## src/rtl/core/rwf_pkg.sv

```systemverilog
// Shared types, constants and the mode decision function of the right-wall follower.
package rwf_pkg;

  localparam int SECTOR_WIDTH = 40;
  localparam int SCAN_LENGTH  = 120;

  localparam int IDX_W   = 7;
  localparam int RANGE_W = 16;
  localparam int SPEED_W = 10;
  localparam int TURN_W  = 13;
  localparam int CFG_IDX_W = 2;

  localparam logic [RANGE_W-1:0] NO_RANGE = 16'hFFFF;

  localparam logic [SPEED_W-1:0] SPEED_FORWARD = 10'd500;
  localparam logic [SPEED_W-1:0] SPEED_LEFT    = 10'd550;
  localparam logic [SPEED_W-1:0] SPEED_RIGHT   = 10'd650;

  localparam logic signed [TURN_W-1:0] TURN_NONE  = 13'sd0;
  localparam logic signed [TURN_W-1:0] TURN_LEFT  = 13'sd800;
  localparam logic signed [TURN_W-1:0] TURN_RIGHT = -13'sd2700;

  localparam logic [RANGE_W-1:0] TOUCH_RESET = 16'd1050;
  localparam logic [RANGE_W-1:0] NEAR_RESET  = 16'd650;

  localparam logic [CFG_IDX_W-1:0] REG_TOUCH = 2'd0;
  localparam logic [CFG_IDX_W-1:0] REG_NEAR  = 2'd1;

  typedef enum logic [1:0] {
    MODE_SEEK      = 2'd0,
    MODE_TURN_LEFT = 2'd1,
    MODE_FIND_WALL = 2'd2,
    MODE_FOLLOW    = 2'd3
  } nav_mode_e;

  typedef struct packed {
    nav_mode_e                  mode;
    logic [SPEED_W-1:0]         speed;
    logic signed [TURN_W-1:0]   turn;
  } cmd_t;

  typedef struct packed {
    logic r_touch;
    logic r_near;
    logic f_touch;
  } near_flags_t;

  function automatic cmd_t nav_eval(input nav_mode_e start, input near_flags_t nf);
    nav_mode_e m;
    logic      done;
    cmd_t      c;
    m    = start;
    done = 1'b0;
    c    = '{mode: MODE_TURN_LEFT, speed: SPEED_LEFT, turn: TURN_LEFT};
    for (int k = 0; k < 4; k++) begin
      if (!done) begin
        unique case (m)
          MODE_SEEK: begin
            if (!nf.r_touch && !nf.f_touch) begin
              c    = '{mode: MODE_SEEK, speed: SPEED_FORWARD, turn: TURN_NONE};
              done = 1'b1;
            end else begin
              m = nf.r_touch ? MODE_FOLLOW : MODE_TURN_LEFT;
            end
          end
          MODE_TURN_LEFT: begin
            if (nf.r_near || nf.f_touch) begin
              c    = '{mode: MODE_TURN_LEFT, speed: SPEED_LEFT, turn: TURN_LEFT};
              done = 1'b1;
            end else begin
              m = nf.r_touch ? MODE_FOLLOW : MODE_FIND_WALL;
            end
          end
          MODE_FIND_WALL: begin
            if (!nf.r_touch && !nf.f_touch) begin
              c    = '{mode: MODE_FIND_WALL, speed: SPEED_RIGHT, turn: TURN_RIGHT};
              done = 1'b1;
            end else begin
              m = nf.r_touch ? MODE_FOLLOW : MODE_TURN_LEFT;
            end
          end
          MODE_FOLLOW: begin
            if (nf.r_touch && !nf.r_near && !nf.f_touch) begin
              c    = '{mode: MODE_FOLLOW, speed: SPEED_FORWARD, turn: TURN_NONE};
              done = 1'b1;
            end else begin
              m = !nf.r_touch ? MODE_FIND_WALL : MODE_TURN_LEFT;
            end
          end
          default: begin
            m = MODE_TURN_LEFT;
          end
        endcase
      end
    end
    return c;
  endfunction

endpackage

```

## src/rtl/core/rwf_sector_min.sv

```systemverilog
// Running and latched range minima over the right and front sectors.
module rwf_sector_min
  import rwf_pkg::*;
(
  input  logic               clk_i,
  input  logic               rst_ni,
  input  logic               sample_en_i,
  input  logic [IDX_W-1:0]   sample_index_i,
  input  logic [RANGE_W-1:0] range_mm_i,
  output logic [RANGE_W-1:0] right_min_o,
  output logic [RANGE_W-1:0] front_min_o
);

  localparam logic [IDX_W:0] RightEnd = (IDX_W+1)'(SECTOR_WIDTH);
  localparam logic [IDX_W:0] FrontEnd = (IDX_W+1)'(2 * SECTOR_WIDTH);
  localparam logic [IDX_W:0] ScanEnd  = (IDX_W+1)'(SCAN_LENGTH);
  localparam logic [IDX_W:0] LastIdx  = (IDX_W+1)'(SCAN_LENGTH - 1);

  logic [RANGE_W-1:0] right_run_q, right_run_d;
  logic [RANGE_W-1:0] front_run_q, front_run_d;
  logic [RANGE_W-1:0] right_lat_q, right_lat_d;
  logic [RANGE_W-1:0] front_lat_q, front_lat_d;
  logic [IDX_W:0]     idx_ext;
  logic [RANGE_W-1:0] right_new;
  logic [RANGE_W-1:0] front_new;

  assign idx_ext = {1'b0, sample_index_i};

  always_comb begin
    right_new = right_run_q;
    front_new = front_run_q;
    if (idx_ext < RightEnd) begin
      if (range_mm_i < right_run_q) right_new = range_mm_i;
    end else if (idx_ext < FrontEnd) begin
      if (range_mm_i < front_run_q) front_new = range_mm_i;
    end

    right_run_d = right_run_q;
    front_run_d = front_run_q;
    right_lat_d = right_lat_q;
    front_lat_d = front_lat_q;
    if (sample_en_i && (idx_ext < ScanEnd)) begin
      if (idx_ext == LastIdx) begin
        right_lat_d = right_new;
        front_lat_d = front_new;
        right_run_d = NO_RANGE;
        front_run_d = NO_RANGE;
      end else begin
        right_run_d = right_new;
        front_run_d = front_new;
      end
    end
  end

  always_ff @(posedge clk_i or negedge rst_ni) begin
    if (!rst_ni) begin
      right_run_q <= NO_RANGE;
      front_run_q <= NO_RANGE;
      right_lat_q <= NO_RANGE;
      front_lat_q <= NO_RANGE;
    end else begin
      right_run_q <= right_run_d;
      front_run_q <= front_run_d;
      right_lat_q <= right_lat_d;
      front_lat_q <= front_lat_d;
    end
  end

  assign right_min_o = right_lat_q;
  assign front_min_o = front_lat_q;

endmodule

```

## src/rtl/core/rwf_nav.sv

```systemverilog
// Wall-following mode machine: threshold compares, mode chain and command build.
module rwf_nav
  import rwf_pkg::*;
(
  input  logic               clk_i,
  input  logic               rst_ni,
  input  logic               tick_en_i,
  input  logic [RANGE_W-1:0] right_min_i,
  input  logic [RANGE_W-1:0] front_min_i,
  input  logic [RANGE_W-1:0] touch_thr_i,
  input  logic [RANGE_W-1:0] near_thr_i,
  output cmd_t               cmd_o
);

  nav_mode_e   mode_q, mode_d;
  near_flags_t flags;
  cmd_t        cmd;

  always_comb begin
    flags.r_touch = (right_min_i <= touch_thr_i);
    flags.r_near  = (right_min_i <= near_thr_i);
    flags.f_touch = (front_min_i <= touch_thr_i);
    cmd    = nav_eval(mode_q, flags);
    mode_d = tick_en_i ? cmd.mode : mode_q;
  end

  always_ff @(posedge clk_i or negedge rst_ni) begin
    if (!rst_ni) begin
      mode_q <= MODE_SEEK;
    end else begin
      mode_q <= mode_d;
    end
  end

  assign cmd_o = cmd;

endmodule

```

## src/rtl/core/right_wall_follow_controller_unit.sv

```systemverilog
// Right-wall follower top level: stream ports, config registers, input and result registers.
// One beat is taken every clock cycle while s_axis_tready is high. A beat passes through the
// input register and is processed from there; a tick's command is loaded into the result
// register at the end of the cycle in which the tick is processed. Range samples produce no
// output. The result register lets new beats flow in while a command waits; input stalls
// only when a tick reaches processing while an earlier command is still held by
// m_axis_tready low. Config writes are taken every cycle and must be made while the block
// is idle.
module right_wall_follow_controller_unit
  import rwf_pkg::*;
(
  input  logic                 clk_i,
  input  logic                 rst_ni,
  input  logic                 s_axis_tvalid,
  output logic                 s_axis_tready,
  input  logic [23:0]          s_axis_tdata,  // [6:0] sample_index, [22:7] range_mm
  input  logic                 s_axis_tuser,  // [0] kind
  output logic                 m_axis_tvalid,
  input  logic                 m_axis_tready,
  output logic [31:0]          m_axis_tdata,  // [1:0] mode, [11:2] linear_speed, [24:12] turn_rate
  input  logic                 cfg_valid_i,
  output logic                 cfg_ready_o,
  input  logic [CFG_IDX_W-1:0] cfg_index_i,
  input  logic [RANGE_W-1:0]   cfg_data_i
);

  logic               stage_valid_q, stage_valid_d;
  logic               stage_kind_q;
  logic [IDX_W-1:0]   stage_idx_q;
  logic [RANGE_W-1:0] stage_range_q;
  logic               out_valid_q, out_valid_d;
  cmd_t               out_cmd_q;
  logic [RANGE_W-1:0] touch_q, near_q;
  logic               in_fire, stage_fire, tick_fire;
  logic [RANGE_W-1:0] right_min, front_min;
  cmd_t               cmd;

  assign stage_fire    = stage_valid_q && (!stage_kind_q || !out_valid_q || m_axis_tready);
  assign tick_fire     = stage_fire && stage_kind_q;
  assign s_axis_tready = !stage_valid_q || stage_fire;
  assign in_fire       = s_axis_tvalid && s_axis_tready;
  assign cfg_ready_o   = 1'b1;

  always_comb begin
    stage_valid_d = stage_valid_q;
    if (in_fire) begin
      stage_valid_d = 1'b1;
    end else if (stage_fire) begin
      stage_valid_d = 1'b0;
    end
    out_valid_d = out_valid_q;
    if (tick_fire) begin
      out_valid_d = 1'b1;
    end else if (m_axis_tready) begin
      out_valid_d = 1'b0;
    end
  end

  always_ff @(posedge clk_i or negedge rst_ni) begin
    if (!rst_ni) begin
      stage_valid_q <= 1'b0;
      out_valid_q   <= 1'b0;
      touch_q       <= TOUCH_RESET;
      near_q        <= NEAR_RESET;
    end else begin
      stage_valid_q <= stage_valid_d;
      out_valid_q   <= out_valid_d;
      if (cfg_valid_i && (cfg_index_i == REG_TOUCH)) touch_q <= cfg_data_i;
      if (cfg_valid_i && (cfg_index_i == REG_NEAR))  near_q  <= cfg_data_i;
    end
  end

  always_ff @(posedge clk_i) begin
    if (in_fire) begin
      stage_kind_q  <= s_axis_tuser;
      stage_idx_q   <= s_axis_tdata[IDX_W-1:0];
      stage_range_q <= s_axis_tdata[IDX_W+RANGE_W-1:IDX_W];
    end
    if (tick_fire) begin
      out_cmd_q <= cmd;
    end
  end

  rwf_sector_min u_sector_min (
    .clk_i          (clk_i),
    .rst_ni         (rst_ni),
    .sample_en_i    (stage_fire && !stage_kind_q),
    .sample_index_i (stage_idx_q),
    .range_mm_i     (stage_range_q),
    .right_min_o    (right_min),
    .front_min_o    (front_min)
  );

  rwf_nav u_nav (
    .clk_i       (clk_i),
    .rst_ni      (rst_ni),
    .tick_en_i   (tick_fire),
    .right_min_i (right_min),
    .front_min_i (front_min),
    .touch_thr_i (touch_q),
    .near_thr_i  (near_q),
    .cmd_o       (cmd)
  );

  assign m_axis_tvalid = out_valid_q;
  assign m_axis_tdata  = {7'd0, out_cmd_q.turn, out_cmd_q.speed, out_cmd_q.mode};

endmodule
```

## config.mk

```make
export PLATFORM = sky130hd
export DESIGN_NAME = right_wall_follow_controller_unit
export DESIGN_NICKNAME = d
export VERILOG_FILES = /design/src/rtl/core/rwf_pkg.sv /design/src/rtl/core/rwf_sector_min.sv /design/src/rtl/core/rwf_nav.sv /design/src/rtl/core/right_wall_follow_controller_unit.sv
export SDC_FILE = /design/constraint.sdc
export NUM_CORES = 1
export LEC_CHECK = 0
export ABC_AREA = 1
export BUFFER_PORTS_ARGS = -buffer_cell sky130_fd_sc_hd__buf_4
export CORE_ASPECT_RATIO = 0.6
export CORE_MARGIN = 2
export CORE_UTILIZATION = 35
export CTS_CLUSTER_DIAMETER = 100
export DETAILED_ROUTE_END_ITERATION = 8
export HOLD_SLACK_MARGIN = 0.15
export SYNTH_ARGS = -nofsm -noshare
export SYNTH_HDL_FRONTEND = slang
export SYNTH_SLANG_ARGS = --single-unit
export TNS_END_PERCENT = 20
```

## constraint.sdc

```tcl
create_clock -name clk_i -period 3.7 [get_ports clk_i]
set_clock_uncertainty 0.1 [all_clocks]
set_input_delay 0.74 -clock clk_i [delete_from_list [all_inputs] [get_ports clk_i]]
set_output_delay 0.74 -clock clk_i [all_outputs]
set_load 0.02 [all_outputs]
```

# [Yosys cells after proc, flatten, opt, wreduce, memory -nomap -nowiden]
# Index checks and enable logic that the tools add are counted.
[word_totals] reg_bits=149 latch_bits=0 ram_bits=0 mem_bits_ro=0 in_bits=48 out_inout_bits=35 word_cells=126 mem_count=0
[op_classes] addsub=0 mul=0 n_div=0 n_lt_le_gt_ge=8 n_eq_ne=14 shift=0 muxes=58 bitwise_logic=0 n_reduce_logical=31
[ops] operator="25-bit 2-to-1 mux" count=17
[ops] operator="25-bit case mux with 4 select lines" count=4
[ops] operator="16-bit 2-to-1 mux" count=7
[ops] operator="16-bit <= comparator" count=3
[ops] operator="16-bit < comparator" count=2
[ops] operator="2-bit 2-to-1 mux" count=13
[ops] operator="24-bit 2-to-1 mux" count=1
[ops] operator="2-bit case mux with 3 select lines" count=3
[ops] operator="2-bit == test (second input constant)" count=8
[ops] operator="7-bit < comparator (second input constant)" count=2
[ops] operator="2-bit by 1-bit == test with 1-bit output (second input constant)" count=5
[ops] operator="1-bit logical AND" count=10
[ops] operator="2-bit zero test" count=5
[ops] operator="1-bit 2-to-1 mux" count=10
[ops] operator="1-bit case mux with 3 select lines" count=3
[ops] operator="7-bit == test (second input constant)" count=1
[ops] operator="7-bit by 6-bit < comparator with 1-bit output (second input constant)" count=1
[ops] operator="1-bit zero test" count=6
[ops] operator="2-bit OR reduction" count=3
[ops] operator="1-bit logical OR" count=4
[ops] operator="2-bit nonzero test" count=2
[ops] operator="2-bit AND reduction" count=1

# [Longest topological paths before layout]
[depth] ltp_word=17 depth_mapped=20 mapped_depth_nobuf=20

# [Cells and area by module]
# From an unflattened synthesis, not the netlist that was laid out.
[unflattened] cells_unflattened=976 area_unflattened_um2=8510.7
[modules_own_cells] mod="rwf_sector_min" instances=1 cells_per_inst=509 area_each_um2=3892.5 seq_area_each_um2=1681.6
[modules_own_cells] mod="right_wall_follow_controller_unit" instances=1 cells_per_inst=215 area_each_um2=2996.6 seq_area_each_um2=2332.2
[modules_own_cells] mod="rwf_nav" instances=1 cells_per_inst=252 area_each_um2=1621.6 seq_area_each_um2=50.0

# [Least setup slack after synthesis]
# Ideal clock, no wire load.
[synth_path] path_type="input -> register" from="input port m_axis_tready" to="register stage_idx_q[0], enable pin" setup_ns=0.405 arrival_ns=1.919 t_required_ns=3.195 path_slack_ns=1.276 stages=4 n_path_buf=0 cell_sequence="nor2_1 -> inv_1 -> nor2_1 -> nor2_1"
[synth_via] elab_chain_cells=4
[synth_lines] item="start, declared" line_no="right_wall_follow_controller_unit.sv:19" rtl="input logic m_axis_tready,"
[synth_lines] item="1-bit logical OR" line_no="right_wall_follow_controller_unit.sv:38" rtl="assign stage_fire = stage_valid_q && (!stage_kind_q || !out_valid_q || m_axis_tready);"
[synth_lines] item="1-bit logical AND" line_no="right_wall_follow_controller_unit.sv:38"
[synth_lines] item="1-bit logical OR" line_no="right_wall_follow_controller_unit.sv:40" rtl="assign s_axis_tready = !stage_valid_q || stage_fire;"
[synth_lines] item="1-bit logical AND" line_no="right_wall_follow_controller_unit.sv:41" rtl="assign in_fire = s_axis_tvalid && s_axis_tready;"
[synth_lines] item="via in_fire" line_no="right_wall_follow_controller_unit.sv:34" rtl="logic in_fire, stage_fire, tick_fire;"
[synth_lines] item="end signal, assigned" line_no="right_wall_follow_controller_unit.sv:76" rtl="stage_idx_q <= s_axis_tdata[IDX_W-1:0];"
[synth_lines] item="end, declared" line_no="right_wall_follow_controller_unit.sv:29" rtl="logic [IDX_W-1:0] stage_idx_q;"
# The timed path passes the listed nets, and every way through them passes these cells.
# A chain may end at the register's enable or synchronous reset.

# [Worst setup path after layout]
[layout_path] from="register u_sector_min.front_run_q[1]" to="register u_sector_min.front_lat_q[0], in the netlist u_sector_min.front_min_o[0]"
[layout_via] elab_chain_cells=4
[layout_lines] item="start, declared" line_no="rwf_sector_min.sv:20" rtl="logic [RANGE_W-1:0] front_run_q, front_run_d;"
[layout_lines] item="start signal, assigned" line_no="rwf_sector_min.sv:63" rtl="front_run_q <= front_run_d;"
[layout_lines] item="16-bit < comparator" line_no="rwf_sector_min.sv:35" rtl="if (range_mm_i < front_run_q) front_new = range_mm_i;"
[layout_lines] item="16-bit 2-to-1 mux" line_no="rwf_sector_min.sv:35"
[layout_lines] item="16-bit 2-to-1 mux" line_no="rwf_sector_min.sv:34" rtl="end else if (idx_ext < FrontEnd) begin"
[layout_lines] item="16-bit 2-to-1 mux" line_no="rwf_sector_min.sv:32" rtl="if (idx_ext < RightEnd) begin"
[layout_lines] item="end signal, assigned" line_no="rwf_sector_min.sv:65" rtl="front_lat_q <= front_lat_d;"
[layout_lines] item="end, declared" line_no="rwf_sector_min.sv:22" rtl="logic [RANGE_W-1:0] front_lat_q, front_lat_d;"
# Every way passes these cells.

==> results_dict.tcl <==
set metrics [dict create \
    fin_crit_sh_pct 75.5 \
    grt_use_total_pct 16.1 \
    grt_max_degree 101 \
    report.final.slew_viol_count 0 \
    wl_mm 17.8 \
    placed_cells 1240 \
    p_per_area_mw_per_mm2 568 \
    setup_viol 0 \
    hold_ws_ns 0.258 \
    period_needed_ns 2.79 \
    layout.nets 1099 \
    antenna_found_initial 0 \
    io-pin-count 83 \
    syn_inst 918 \
    grt_pass1_vias 5863 \
    dr.pass1.iters 5 \
    grt_pass1_wl_mm 29.6 \
    worst_pin_slew_ns 1.15 \
    cts_tree "yes" \
    core-area_mm2 0.0219 \
    worst_skew_pair.late_latency_ns 0.42 \
    status "complete, no violations" \
    final_hold_viol_count 0 \
    rows 42 \
    cts.path.max_buffers 2 \
    critPathKind "flop to flop" \
    dp_slack_ns 0.945 \
    fillCellCount 2215 \
    slew-limit-headroom_pct 23.4 \
    ant_nets 0 \
    drive_gt1_share_pct 20.1 \
    drcViolationCount 0 \
    cp-end-kind "flop" \
    drt_iter0_drc 370 \
    worstPathMaxFanout 17 \
    vias_per_cell 4.67 \
    die_area_mm2 0.0233 \
    grt-ovfl-total 0 \
    vias 5943 \
    required_ns 3.93 \
    p_leak_nw 4.52 \
    postSynthAreaPerCell_um2 8.42 \
    worst_slack_ns 0.905 \
    ys_seq_area_share_pct 46.0 \
    start_util_pct 35.3 \
    cts-hold-fix-buffers 0 \
    clkTransAtPathRegs_ns 0.06 \
    numCtsBuffers 17 \
    tns_ns 0 \
    cts.repair.resized 0 \
    chipHeight_um 119 \
    ir_drop_uv 406 \
    worst_ep_arrival_time_ns 3.02 \
    cts_setup_buffers 0 \
    drv_cap 0 \
    ys_types 34 \
    die_w_um 196 \
    synth_warnings 0 \
    gp_congestion 0.875 \
    holdCritPathClass "input pin to async pin" \
    cp-start-kind "flop" \
    cts_sinks 132 \
    antenna_cells 0 \
    ys_seq_elements 132 \
    htreeDepth 4 \
    fmax_mhz 358 \
    fin_cells 1272 \
    syn2layout_area_growth_pct 16.0 \
    portBuffers 67 \
    root_buffer "clkbuf_16" \
    synth_area_mm2 0.00773 \
    rsz0062_at_grt "false" \
    dpl.hpwl_mm 13.1 \
    post_drt_wl_per_cell_um 14.0 \
]
## sequential cells by signal (all words and copies together) (netlist names)
name	cells
stage_range_q	16
near_q	16
stage_idx_q	7
u_sector_min.right_run_q	16
m_axis_tvalid	1
stage_valid_q	1
u_sector_min.right_min_o	16
touch_q	16
u_sector_min.front_min_o	16
u_nav.mode_q	2
m_axis_tdata	8
u_sector_min.front_run_q	16
stage_kind_q	1
## cells in the final DEF (no fill, tap or decap), drive strengths merged
cell	count
clkinv	7
buf	77
nor2	30
dfstp	72
nand3b	1
a21boi	1
nor3	8
nand4	5
inv	137
a21o	2
a211oi	1
edfxtp	32
nand3	109
clkbuf	22
nand2	243
o211ai	1
a2111oi	1
o21a	1
a21oi	67
ha	78
o21ai	48
conb	14
dfrtp	28
o2111a	1
## worst max-delay path, cell delays in order (launching register included)
cell and delay, ns:
dfstp_2 0.53, inv_1 0.05, ha_1 0.26, o21ai_1 0.06
nand2_1 0.07, nand3_1 0.08, a21oi_1 0.34, o21ai_1 0.11
o211ai_1 0.12, nand2_2 0.29, nand2_2 0.38, nand2_1 0.12
nand3_1 0.08, o21ai_0 0.10
## through the flow
stage	util [%]	area [µm²]	power (W)
global placement	38.5	8410	0.00344
CTS	41.0	8970	0.00514
detailed placement	38.5	8410	0.00350
floorplan	-	7770	0.00313
global route	41.0	8970	0.00547
finish	41.0	8970	0.00509
## synth_stat cells (all sizes together)
library cell,n,area [µm²]
a21o,2,15.0
a21oi,67,335
edfxtp,32,961
o21a,1,7.51
nand3b,1,7.51
nand3,109,551
a21boi,1,7.51
o21ai,48,240
ha,78,976
dfrtp,28,701
nand2,243,930
nor2,30,120
o2111a,1,11.3
nand4,5,37.5
inv,134,503
nor3,8,61.3
clkbuf,13,48.8
a2111oi,1,27.5
dfstp,72,1890
a211oi,1,7.51
buf,40,272
o211ai,1,7.51
conb,2,7.51
## logic make-up (layout without fill, tap and decap cells)
kind of cell / count (synthesis) / count (layout) / share of synthesized area [%]
DFF: 132 / 132 / 46.0
and+or+nand+nor: 396 / 396 / 22.1
buffers and inverters: 187 / 243 / 10.7
AOI/OAI and AO/OA: 123 / 123 / 8.53
adders and majority gates: 78 / 78 / 12.6
other: 2 / 14 / 0.0972
## per-layer routing
metal | global-route usage (%) | up-vias | routed length, µm
li1 | - | 3060 | -
met1 | 23.9 | 2773 | 9480
met2 | 24.0 | 100 | 7540
met3 | 3.77 | 10 | 638
met4 | 3.03 | 0 | 102
met5 | 0 | - | 0
## power by group
group / internal, W / switching [W] / total [W]
Sequential: 0.00191 / 0.000158 / 0.00207
Clock: 0.000936 / 0.000665 / 0.00160
Combinational: 0.000530 / 0.000893 / 0.00142
## area by class of cell
class | count | area (µm²) | area share (%)
clock inverter | 10 | 72.6 | 0.809
multi-input combinational | 611 | 3400 | 38.0
clock buffer | 22 | 485 | 5.41
tap | 286 | 358 | 3.99
timing repair buffer | 77 | 591 | 6.59
inverter | 134 | 503 | 5.61
sequential | 132 | 3550 | 39.6
## final timing paths
path	from	endpoint	slack [ns]	cells after the start
max in group asynchronous	rst_ni	u_sector_min.right_run_q[9]	2.80	2
min	rst_ni	touch_q[2]	0.26	2
max reg2reg	u_sector_min.front_run_q[1]	u_sector_min.front_min_o[0]	0.91	13
min in group clk_i	u_sector_min.front_min_o[7]	u_sector_min.front_min_o[7]	0.37	2
max	u_sector_min.front_run_q[1]	u_sector_min.front_min_o[0]	0.91	13
min reg2reg	u_sector_min.front_min_o[7]	u_sector_min.front_min_o[7]	0.37	2
Note: power is estimated with default switching activity, not from simulation.
